===== src/hdl/tprdm_pkg.sv =====
package tprdm_pkg;

  localparam int MAX_SOURCE_DIM_DEF = 8192;
  localparam int MAX_THUMB_DIM_DEF  = 1024;

  localparam int SRC_W_BITS   = 14;
  localparam int THUMB_W_BITS = 11;
  localparam int GPP_BITS     = 12;
  localparam int CFG_IDX_BITS = 3;
  localparam int CFG_DATA_BITS = 14;

  localparam logic [SRC_W_BITS-1:0]   SRC_WIDTH_RST   = 14'd1920;
  localparam logic [SRC_W_BITS-1:0]   SRC_HEIGHT_RST  = 14'd1080;
  localparam logic [THUMB_W_BITS-1:0] THUMB_WIDTH_RST = 11'd320;
  localparam logic [THUMB_W_BITS-1:0] THUMB_HEIGHT_RST = 11'd180;
  localparam logic [GPP_BITS-1:0]     GPP_RST         = 12'd252;

  localparam logic signed [16:0] KY  = 17'sd19077;
  localparam logic signed [16:0] KRV = 17'sd29372;
  localparam logic signed [16:0] KGU = 17'sd3493;
  localparam logic signed [16:0] KGV = 17'sd8731;
  localparam logic signed [16:0] KBU = 17'sd34610;
  localparam logic [31:0] HASH_K = 32'h045d_9f3b;
  localparam logic [9:0] LUMA_OFS   = 10'd64;
  localparam logic [9:0] CHROMA_OFS = 10'd512;
  localparam logic signed [31:0] ROUND_HALF = 32'sd32768;

  typedef enum logic [CFG_IDX_BITS-1:0] {
    CFG_SRC_WIDTH    = 3'd0,
    CFG_SRC_HEIGHT   = 3'd1,
    CFG_THUMB_WIDTH  = 3'd2,
    CFG_THUMB_HEIGHT = 3'd3,
    CFG_GPP          = 3'd4
  } cfg_idx_t;

  typedef enum logic [2:0] {
    S_IDLE, S_MUL, S_HASH, S_EMIT, S_LMUL, S_LCHK
  } state_t;

  typedef struct packed {
    logic capture;
    logic mul;
    logic hash;
    logic emit;
    logic lmul;
    logic lchk;
  } cmd_t;

  typedef struct packed {
    logic chosen;
    logic out_stall;
    logic line_end;
  } status_t;

  function automatic logic [7:0] to_8bit(input logic signed [31:0] acc);
    logic signed [31:0] v;
    v = (acc + ROUND_HALF) >>> 16;
    if (v < 0) return 8'd0;
    else if (v > 32'sd255) return 8'd255;
    else return v[7:0];
  endfunction

endpackage


===== src/hdl/tprdm_ctrl.sv =====
module tprdm_ctrl (
  input  logic               clk,
  input  logic               rst_n,
  input  logic               in_tvalid,
  output logic               in_tready,
  input  tprdm_pkg::status_t st,
  output tprdm_pkg::cmd_t    cmd
);

  tprdm_pkg::state_t state_r, state_nxt;

  always_ff @(posedge clk) begin
    if (!rst_n) state_r <= tprdm_pkg::S_IDLE;
    else state_r <= state_nxt;
  end

  always_comb begin
    state_nxt = state_r;
    cmd = '0;
    in_tready = 1'b0;
    unique case (state_r)
      tprdm_pkg::S_IDLE: begin
        in_tready = 1'b1;
        if (in_tvalid) begin
          cmd.capture = 1'b1;
          state_nxt = tprdm_pkg::S_MUL;
        end
      end
      tprdm_pkg::S_MUL: begin
        cmd.mul = 1'b1;
        state_nxt = tprdm_pkg::S_HASH;
      end
      tprdm_pkg::S_HASH: begin
        cmd.hash = 1'b1;
        state_nxt = tprdm_pkg::S_EMIT;
      end
      tprdm_pkg::S_EMIT: begin
        if (!(st.chosen && st.out_stall)) begin
          cmd.emit = 1'b1;
          state_nxt = st.line_end ? tprdm_pkg::S_LMUL : tprdm_pkg::S_IDLE;
        end
      end
      tprdm_pkg::S_LMUL: begin
        cmd.lmul = 1'b1;
        state_nxt = tprdm_pkg::S_LCHK;
      end
      tprdm_pkg::S_LCHK: begin
        cmd.lchk = 1'b1;
        state_nxt = tprdm_pkg::S_IDLE;
      end
      default: state_nxt = tprdm_pkg::S_IDLE;
    endcase
  end

endmodule


===== src/hdl/tprdm_dp.sv =====
module tprdm_dp #(
  parameter int MAX_SOURCE_DIM = tprdm_pkg::MAX_SOURCE_DIM_DEF,
  parameter int MAX_THUMB_DIM  = tprdm_pkg::MAX_THUMB_DIM_DEF
) (
  input  logic                                clk,
  input  logic                                rst_n,
  input  logic                                cfg_valid,
  input  logic [tprdm_pkg::CFG_IDX_BITS-1:0]  cfg_index,
  input  logic [tprdm_pkg::CFG_DATA_BITS-1:0] cfg_data,
  input  logic [31:0]                         in_tdata,
  input  logic [2:0]                          in_tuser,
  output logic                                out_tvalid,
  input  logic                                out_tready,
  output logic [71:0]                         out_tdata,
  output logic                                out_tlast,
  input  tprdm_pkg::cmd_t                     cmd,
  output tprdm_pkg::status_t                  st
);

  localparam int SW  = $clog2(MAX_SOURCE_DIM + 1);
  localparam int SCW = $clog2(MAX_SOURCE_DIM);
  localparam int CW  = $clog2(MAX_THUMB_DIM + 1);
  localparam int PW  = SW + CW;

  logic [tprdm_pkg::SRC_W_BITS-1:0]   src_width_r, src_height_r;
  logic [tprdm_pkg::THUMB_W_BITS-1:0] thumb_width_r, thumb_height_r;
  logic [tprdm_pkg::GPP_BITS-1:0]     gpp_r;

  always_ff @(posedge clk) begin
    if (!rst_n) begin
      src_width_r    <= tprdm_pkg::SRC_WIDTH_RST;
      src_height_r   <= tprdm_pkg::SRC_HEIGHT_RST;
      thumb_width_r  <= tprdm_pkg::THUMB_WIDTH_RST;
      thumb_height_r <= tprdm_pkg::THUMB_HEIGHT_RST;
      gpp_r          <= tprdm_pkg::GPP_RST;
    end else if (cfg_valid) begin
      unique case (cfg_index)
        tprdm_pkg::CFG_SRC_WIDTH:    src_width_r    <= cfg_data;
        tprdm_pkg::CFG_SRC_HEIGHT:   src_height_r   <= cfg_data;
        tprdm_pkg::CFG_THUMB_WIDTH:  thumb_width_r  <= cfg_data[10:0];
        tprdm_pkg::CFG_THUMB_HEIGHT: thumb_height_r <= cfg_data[10:0];
        tprdm_pkg::CFG_GPP:          gpp_r          <= cfg_data[11:0];
        default: ;
      endcase
    end
  end

  // effective geometry
  logic [15:0] sw_x, sh_x, tw_hi, th_hi, tw_x, th_x;
  logic [SW-1:0] sw, sh;
  logic [CW-1:0] tw, th;
  logic [tprdm_pkg::GPP_BITS-1:0] gpp;

  always_comb begin
    sw_x = {2'b0, src_width_r};
    if (sw_x < 16'd2) sw_x = 16'd2;
    else if (sw_x > 16'(MAX_SOURCE_DIM)) sw_x = 16'(MAX_SOURCE_DIM);
    sw_x[0] = 1'b0;
    sh_x = {2'b0, src_height_r};
    if (sh_x < 16'd1) sh_x = 16'd1;
    else if (sh_x > 16'(MAX_SOURCE_DIM)) sh_x = 16'(MAX_SOURCE_DIM);
    tw_hi = (sw_x < 16'(MAX_THUMB_DIM)) ? sw_x : 16'(MAX_THUMB_DIM);
    th_hi = (sh_x < 16'(MAX_THUMB_DIM)) ? sh_x : 16'(MAX_THUMB_DIM);
    tw_x = {5'b0, thumb_width_r};
    if (tw_x < 16'd1) tw_x = 16'd1;
    else if (tw_x > tw_hi) tw_x = tw_hi;
    th_x = {5'b0, thumb_height_r};
    if (th_x < 16'd1) th_x = 16'd1;
    else if (th_x > th_hi) th_x = th_hi;
    sw = SW'(sw_x);
    sh = SW'(sh_x);
    tw = CW'(tw_x);
    th = CW'(th_x);
    gpp = (gpp_r == '0) ? tprdm_pkg::GPP_BITS'(1) : gpp_r;
  end

  // position state
  logic [SCW-1:0] source_col_r, source_line_r;
  logic [CW-1:0]  next_col_r, next_line_r;
  logic           line_chosen_r;
  logic [tprdm_pkg::GPP_BITS-1:0] gip_r;
  logic [31:0]    packet_index_r, frame_count_r;

  // captured word
  logic [9:0] luma_r, cb_r, cr_r;
  logic       corrupt_r, mute_m_r, mute_b_r;

  always_ff @(posedge clk) begin
    if (cmd.capture) begin
      luma_r    <= in_tdata[9:0];
      cb_r      <= in_tdata[19:10];
      cr_r      <= in_tdata[29:20];
      corrupt_r <= in_tuser[0];
      mute_m_r  <= in_tuser[1];
      mute_b_r  <= in_tuser[2];
    end
  end

  // products
  logic [PW-1:0] pcol_r, qcol_r, pline_r, qline_r;
  logic signed [31:0] py_r, prv_r, pgu_r, pgv_r, pbu_r;
  logic [31:0] h1_r, h2_r;
  logic [7:0]  red_r, green_r, blue_r;
  logic signed [10:0] y_s, cb_s, cr_s;
  logic [31:0] hx0, hs1, hs2;

  always_comb begin
    y_s  = $signed({1'b0, luma_r}) - $signed({1'b0, tprdm_pkg::LUMA_OFS});
    cb_s = $signed({1'b0, cb_r}) - $signed({1'b0, tprdm_pkg::CHROMA_OFS});
    cr_s = $signed({1'b0, cr_r}) - $signed({1'b0, tprdm_pkg::CHROMA_OFS});
    hx0  = packet_index_r ^ frame_count_r;
    hs1  = hx0 ^ (hx0 >> 16);
    hs2  = h1_r ^ (h1_r >> 16);
  end

  always_ff @(posedge clk) begin
    if (cmd.mul) begin
      pcol_r <= PW'(next_col_r) * PW'(sw);
      qcol_r <= PW'(source_col_r) * PW'(tw);
      py_r   <= 32'(tprdm_pkg::KY * y_s);
      prv_r  <= 32'(tprdm_pkg::KRV * cr_s);
      pgu_r  <= 32'(tprdm_pkg::KGU * cb_s);
      pgv_r  <= 32'(tprdm_pkg::KGV * cr_s);
      pbu_r  <= 32'(tprdm_pkg::KBU * cb_s);
      h1_r   <= hs1 * tprdm_pkg::HASH_K;
    end
    if (cmd.hash) begin
      h2_r    <= hs2 * tprdm_pkg::HASH_K;
      red_r   <= tprdm_pkg::to_8bit(py_r + prv_r);
      green_r <= tprdm_pkg::to_8bit(py_r - pgu_r - pgv_r);
      blue_r  <= tprdm_pkg::to_8bit(py_r + pbu_r);
    end
    if (cmd.lmul) begin
      pline_r <= PW'(next_line_r) * PW'(sh);
      qline_r <= PW'(source_line_r) * PW'(th);
    end
  end

  // emit decision and counter updates
  logic chosen, line_end, frame_end, drop_m, keep_m, keep_b;
  logic [PW:0] qcol_tw, qline_th;
  logic [SW-1:0] col_inc, line_inc;
  logic [tprdm_pkg::GPP_BITS:0] gip_inc;

  always_comb begin
    qcol_tw   = {1'b0, qcol_r} + (PW+1)'(tw);
    qline_th  = {1'b0, qline_r} + (PW+1)'(th);
    chosen    = line_chosen_r && (next_col_r < tw) && (qcol_r <= pcol_r) &&
                ({1'b0, pcol_r} < qcol_tw);
    col_inc   = SW'(source_col_r) + SW'(1);
    line_inc  = SW'(source_line_r) + SW'(1);
    line_end  = col_inc >= sw;
    frame_end = line_inc >= sh;
    gip_inc   = {1'b0, gip_r} + (tprdm_pkg::GPP_BITS+1)'(1);
    drop_m    = corrupt_r && !(h2_r[0] ^ h2_r[16]);
    keep_m    = !mute_m_r && !drop_m;
    keep_b    = !mute_b_r && !(corrupt_r && !drop_m);
    st.chosen    = chosen;
    st.line_end  = line_end;
    st.out_stall = out_tvalid && !out_tready;
  end

  always_ff @(posedge clk) begin
    if (!rst_n) begin
      source_col_r   <= '0;
      source_line_r  <= '0;
      next_col_r     <= '0;
      next_line_r    <= '0;
      line_chosen_r  <= 1'b1;
      gip_r          <= '0;
      packet_index_r <= '0;
      frame_count_r  <= '0;
    end else begin
      if (cmd.emit) begin
        logic [CW-1:0] ncol;
        logic [tprdm_pkg::GPP_BITS-1:0] ngip;
        logic [31:0] npkt;
        ncol = chosen ? next_col_r + CW'(1) : next_col_r;
        ngip = gip_r;
        npkt = packet_index_r;
        if (source_col_r[0]) begin
          if (gip_inc >= {1'b0, gpp}) begin
            ngip = '0;
            npkt = packet_index_r + 32'd1;
          end else begin
            ngip = gip_inc[tprdm_pkg::GPP_BITS-1:0];
          end
        end
        if (line_end) begin
          source_col_r <= '0;
          next_col_r   <= '0;
          if (frame_end) begin
            source_line_r  <= '0;
            next_line_r    <= '0;
            gip_r          <= '0;
            packet_index_r <= '0;
            if (!(mute_m_r && mute_b_r)) frame_count_r <= frame_count_r + 32'd1;
          end else begin
            source_line_r  <= SCW'(line_inc);
            if (line_chosen_r) next_line_r <= next_line_r + CW'(1);
            gip_r          <= ngip;
            packet_index_r <= npkt;
          end
        end else begin
          source_col_r   <= SCW'(col_inc);
          next_col_r     <= ncol;
          gip_r          <= ngip;
          packet_index_r <= npkt;
        end
      end
      if (cmd.lchk) begin
        line_chosen_r <= (next_line_r < th) && (qline_r <= pline_r) &&
                         ({1'b0, pline_r} < qline_th);
      end
    end
  end

  // result register
  logic        out_valid_r;
  logic [71:0] out_data_r;
  logic        out_last_r;

  always_ff @(posedge clk) begin
    if (!rst_n) out_valid_r <= 1'b0;
    else if (cmd.emit && chosen) out_valid_r <= 1'b1;
    else if (out_tready) out_valid_r <= 1'b0;
  end

  always_ff @(posedge clk) begin
    if (cmd.emit && chosen) begin
      out_data_r <= {4'b0, 10'(next_line_r), 10'(next_col_r),
                     keep_b ? blue_r : 8'd0, keep_b ? green_r : 8'd0,
                     keep_b ? red_r : 8'd0,
                     keep_m ? blue_r : 8'd0, keep_m ? green_r : 8'd0,
                     keep_m ? red_r : 8'd0};
      out_last_r <= (next_col_r == tw - CW'(1)) && (next_line_r == th - CW'(1));
    end
  end

  assign out_tvalid = out_valid_r;
  assign out_tdata  = out_data_r;
  assign out_tlast  = out_last_r;

endmodule


===== src/hdl/thumbnail_pixel_rgb_drop_mask_core.sv =====
// Thumbnail pixel path: picks nearest-neighbor source pixels of a 4:2:2
// 10-bit picture, converts BT.709 YCbCr to 8-bit RGB, and emits a main and
// a backup copy, with optional complementary packet-drop blanking.
// Input stream: one source pixel per word, raster order. Only chosen pixels
// produce an output word; tlast marks the last thumbnail pixel of a frame.
// Config channel: cfg_index selects src_width, src_height, thumb_width,
// thumb_height, groups_per_packet (0..4095); cfg_ready is always high. Write
// only while the block is idle.
// Each input word passes through accept, multiply, hash/convert and update;
// on the last pixel of a source line the line-select multiply and check
// follow. The multi-cycle controller takes the next word only after these.
// The result is registered in the update step.
// Reset (rst_n low, synchronous) restores register defaults and clears all
// counters; the first source line is selected.
// A stalled receiver holds the output word; the next input word is still
// taken and processed, and the block waits only when a new result is ready
// while the previous one has not been taken.
module thumbnail_pixel_rgb_drop_mask_core #(
  parameter int MAX_SOURCE_DIM = tprdm_pkg::MAX_SOURCE_DIM_DEF,
  parameter int MAX_THUMB_DIM  = tprdm_pkg::MAX_THUMB_DIM_DEF
) (
  input  logic                                clk,
  input  logic                                rst_n,
  input  logic                                cfg_valid,
  output logic                                cfg_ready,
  input  logic [tprdm_pkg::CFG_IDX_BITS-1:0]  cfg_index,
  input  logic [tprdm_pkg::CFG_DATA_BITS-1:0] cfg_data,
  input  logic                                in_tvalid,
  output logic                                in_tready,
  input  logic [31:0]                         in_tdata,  // luma, chroma_blue, chroma_red
  input  logic [2:0]                          in_tuser,  // corrupt_mode, mute_main, mute_backup
  output logic                                out_tvalid,
  input  logic                                out_tready,
  // main_red, main_green, main_blue, backup_red, backup_green, backup_blue,
  // thumb_col, thumb_line
  output logic [71:0]                         out_tdata,
  output logic                                out_tlast   // frame_done
);

  tprdm_pkg::cmd_t    cmd;
  tprdm_pkg::status_t st;

  assign cfg_ready = 1'b1;

  tprdm_ctrl u_ctrl (
    .clk       (clk),
    .rst_n     (rst_n),
    .in_tvalid (in_tvalid),
    .in_tready (in_tready),
    .st        (st),
    .cmd       (cmd)
  );

  tprdm_dp #(
    .MAX_SOURCE_DIM (MAX_SOURCE_DIM),
    .MAX_THUMB_DIM  (MAX_THUMB_DIM)
  ) u_dp (
    .clk        (clk),
    .rst_n      (rst_n),
    .cfg_valid  (cfg_valid),
    .cfg_index  (cfg_index),
    .cfg_data   (cfg_data),
    .in_tdata   (in_tdata),
    .in_tuser   (in_tuser),
    .out_tvalid (out_tvalid),
    .out_tready (out_tready),
    .out_tdata  (out_tdata),
    .out_tlast  (out_tlast),
    .cmd        (cmd),
    .st         (st)
  );

endmodule


===== config.mk =====
export PLATFORM = sky130hd
export DESIGN_NAME = thumbnail_pixel_rgb_drop_mask_core
export DESIGN_NICKNAME = d
export VERILOG_FILES = /design/src/hdl/tprdm_pkg.sv /design/src/hdl/tprdm_ctrl.sv /design/src/hdl/tprdm_dp.sv /design/src/hdl/thumbnail_pixel_rgb_drop_mask_core.sv
export SDC_FILE = /design/constraint.sdc
export NUM_CORES = 2
export LEC_CHECK = 0
export BUFFER_PORTS_ARGS = -buffer_cell sky130_fd_sc_hd__buf_2
export CAP_MARGIN = 30
export CORE_MARGIN = 2
export CORE_UTILIZATION = 50
export DETAILED_ROUTE_END_ITERATION = 12
export PLACE_DENSITY = 0.66
export SYNTH_ARGS = -nofsm -noshare
export SYNTH_HDL_FRONTEND = slang
export SYNTH_SLANG_ARGS = --single-unit
export TNS_END_PERCENT = 20

===== constraint.sdc =====
create_clock -name clk -period 20.9 [get_ports clk]
set_input_delay 1.045 -clock clk [delete_from_list [all_inputs] [get_ports clk]]
set_output_delay 1.045 -clock clk [all_outputs]
set_load 0.1 [all_outputs]

==> summary.md <==
| Metric | Value |
|---|---|
| Status | completed |
| Critical Path Max Stage Delay | between 0.7 and 0.8 ns |
| Total CTS buffers | 73 |
| CTS tree | done |
| Final setup fails | 0 |
| Top cell by count, worst path | inv_1 |
| PwrDens | roughly 75 nW/µm² |
| Setup WS pre-CTS | around 11 ns |
| TNS Setup | 0 ns |
| Post-Synthesis Cell Area | 74110 µm² |
| Crit path launch type | flop |
| Initial antenna violation count | 6 |
| Post-route ant nets | 0 |
| Post-CTS sizing | 0 |
| Path depth of the worst reg2reg path | 31 |
| CP Class | reg2reg |
| Num rows | about 140 |
| Top_reg_cell synth | edfxtp_1 |
| Slew headroom | 28.84% |
| Clock-pin slew on the worst setup and hold paths | ~0.060 ns |
| TritonRoute pass-1 iters | 5 |
| Area growth syn-to-layout | 7.381% |
| Vias in the first global route | around 56000 |
| Synth warnings | 0 |
| Post-route DRC | 0 |
| Mapped Cells | between 7000 and 8000 |
| Yosys cell types | 90 |
| Via count | roughly 54000 |
| Hold Path Origin | u_dp.src_width_r[0] |
| Flip-flop and latch area | 15290 µm² |
| Setup crit end kind | flop |
| Post-synth ARST share | 0% |
| H-tree levels | 3 |
| Critical path arrival | approximately 11 ns |
| Longest Clk Path Bufs | 3 |
| Routed WL per cell | just under 20 µm |
| Clk root buf | clkbuf_16 |
| Post-synth EDFFs | 382 |
| Die area | around 150000 µm² |
| Worst reg2reg path startpoint | u_dp.src_height_r[13] |
| Placed cells | roughly 9700 |
| Register area share after synthesis | slightly above 20% |
| GRT Overall Usage | between 20% and 30% |
| Post-synthesis register bit count | around 570 |
| Crit-path max FO | 30 |
| Gpl congestion | 0.9402 |
| Peak Freq | between 90 and 100 MHz |
| Post-route insts no fill | ~9800 |
| # fillers | roughly 13000 |
| Hold_buf cts | 0 |
| Hold Path Class | reg2reg |
| Slew of the pin with the lowest slew margin | 1.066 ns |
| PortBufs | about 130 |
| WHS Path Cells | 2 |
| Nets@finish | about 10000 |
| Critical Path RT | approximately 21 ns |
| Static Leak | 0.03891 µW |
| Syn_area_per_cell | ~9.6 µm² |
| Die Ht | 389 µm |
| Maximum VDD drop | ~0.085 mV |
| Critical R2R Capture | u_dp.qline_r[22] |
| Setup ws final | 10.74 ns |
| Sink Count | around 570 |
| Clk_lat worst skew | ~0.73 ns |
| Slew Viols, Final | 0 |
| Routed Wire Length | about 190000 µm |
| CP max stage cell | nand2_1 |
| Post-route minimum period | around 10 ns |
| Layout cell share with drive strength beyond 1 | roughly 5.0% |
| Fin crit share | about half |
| Clock Skews | 0.06048 ns |
| Area occupied by multi-input gates | around 52000 µm² |
| Number of vias per cell | between 5 and 6 |
| Fin util | 53.96% |
| Reg2Reg Setup Slack | 10.74 ns |
| Total power | about 6000 µW |
| Grt ovf | 0 |
| Fin. Hold Viols | 0 |
| First-pass GRT wire length | a little over 300000 µm |
| IO Pins | between 100 and 150 |
| Core outline area | about 150000 µm² |
| RSZ-0062 raised after global routing | false |
| Initial Util | between 50% and 60% |
| Max_cap viols | 0 |
| HPWL after detailed placement | 151400 µm |
| Hold worst-path end | u_dp.src_width_r[0] |
| Die outline width | around 390 µm |
| DRT iter0 DRCs | 3475 |
| Pin count of the biggest net entering global routing | 158 |
| Setup Fix Bufs, Post-CTS | 0 |
worst max path at each step:
stage                           from            endpoint  slack, ns  depth (start not counted)
2_1_floorplan      u_ctrl.state_r[2]        u_dp.h1_r[0]       4.48                          2
3_3_place_gp    u_dp.src_width_r[11]  u_dp.next_col_r[6]      10.76                         37
3_5_place_dp   u_dp.src_height_r[13]    u_dp.qline_r[22]      10.81                         31
4_1_cts        u_dp.src_height_r[13]    u_dp.qline_r[22]      10.77                         31
5_1_grt        u_dp.src_height_r[13]    u_dp.qline_r[22]       9.92                         31
6_report       u_dp.src_height_r[13]    u_dp.qline_r[22]      10.74                         31
layout by cell type, fill, tap and decap left out, types with 107 or more instances in the layout:
| cell | n |
|---|---|
| a21o_1 | 107 |
| a21oi_1 | 282 |
| and2_1 | 235 |
| buf_2 | 125 |
| dfxtp_1 | 191 |
| edfxtp_1 | 382 |
| fa_1 | 857 |
| ha_1 | 1209 |
| inv_1 | 1536 |
| nand2_1 | 677 |
| nand3_1 | 134 |
| nor2_1 | 329 |
| o21ai_0 | 154 |
| xnor2_1 | 323 |
| xor2_1 | 145 |
synth_stat cells, drive strengths merged (8+ instances only):
library cell,count,area [µm²]
o21a,48,360.4
o21ai,167,843.3
nand3b,11,82.58
a21oi,283,1416
nor2b,83,519.3
buf,14,77.57
mux2i,32,320.3
a211o,18,157.7
a32o,15,150.1
o41ai,9,78.83
o21bai,26,195.2
o31ai,20,150.1
a41oi,14,122.6
mux2,9,101.4
nor4,36,246.5
xor2,145,1270
and3,91,569.3
ha,1209,15130
o2111ai,9,78.83
dfxtp,191,3824
a2111oi,16,146.4
a211oi,25,192.7
nand2,677,2541
or2,24,150.1
a31oi,23,158.9
inv,1537,5769
a21boi,18,135.1
xnor2,323,2829
edfxtp,382,11470
nand3,134,670.6
nand2b,58,362.9
clkbuf,171,641.9
nand4,65,406.6
a31o,9,78.83
nor2,329,1235
and4,13,113.9
a21o,107,803.3
and2,239,1495
or3,45,281.5
o41a,8,90.09
nor3,106,530.5
or4,12,93.84
o211ai,29,222.7
fa,857,17160
worst max-delay path: cells and delay by family, from the launching register on:
| family | cells | cell delay, ns |
|---|---|---|
| simple gates | 6 | 2.23 |
| flops | 1 | 0.30 |
| fa+ha+maj | 7 | 3.17 |
| xor+xnor | 1 | 0.08 |
| buf+inv | 7 | 0.84 |
| compound gates | 10 | 3.27 |
logic make-up after synthesis:
logic type | count (synthesis) | share of synthesized area [%]
flops | 573 | 20.64
compound gates | 905 | 8.049
buf+inv | 1728 | 8.785
simple gates | 1946 | 12.83
fa+ha+maj | 2066 | 43.56
xor+xnor | 469 | 5.561
other cells | 2 | 0.01013
mux | 41 | 0.5689
where the power goes:
part	switching, µW	internal, µW
sequential	80.7	1430
clock	568	747
combinational	1790	1370
layer usage:
metal	track usage, %	up-vias	part of all wire, %
met1	34.71	26710	44
met5	0	-	0.014
li1	-	25440	-
met3	3.930	263	6.4
met2	42.15	1457	47
met4	7.336	4	2.7
sequential cells by signal, indices dropped and copies added, names as in the netlist, 11 cells and up:
name,count
u_dp.source_line_r,13
u_dp.out_tdata,68
u_dp.pgv_r,26
u_dp.qline_r,24
u_dp.h1_r,32
u_dp.next_line_r,11
u_dp.pcol_r,24
u_dp.thumb_height_r,11
u_dp.next_col_r,11
u_dp.src_height_r,14
u_dp.qcol_r,24
u_dp.pline_r,25
u_dp.pbu_r,25
u_dp.gpp_r,12
u_dp.source_col_r,13
u_dp.frame_count_r,32
u_dp.py_r,27
u_dp.packet_index_r,32
u_dp.src_width_r,14
u_dp.pgu_r,24
u_dp.thumb_width_r,11
u_dp.prv_r,23
u_dp.gip_r,12
through the flow:
stage	hold slack, ns	area, µm²
floorplan	0.4314	74120
global placement	0.4459	77010
detailed placement	0.4500	77110
CTS	0.4418	79580
global route	0.4658	79580
finish	0.4601	79580
final cells by class:
| type | instances | area share [%] |
|---|---|---|
| Multi-Input combinational cell | 5432 | 65.83 |
| Timing Repair Buffer | 198 | 1.525 |
| Tap cell | 1930 | 3.034 |
| Sequential cell | 573 | 19.22 |
| Clock buffer | 91 | 2.431 |
| Clock inverter | 44 | 0.6745 |
| Inverter | 1543 | 7.278 |
| Antenna cell | 3 | 0.009433 |
No activity file was read; power rests on OpenSTA's default activity.
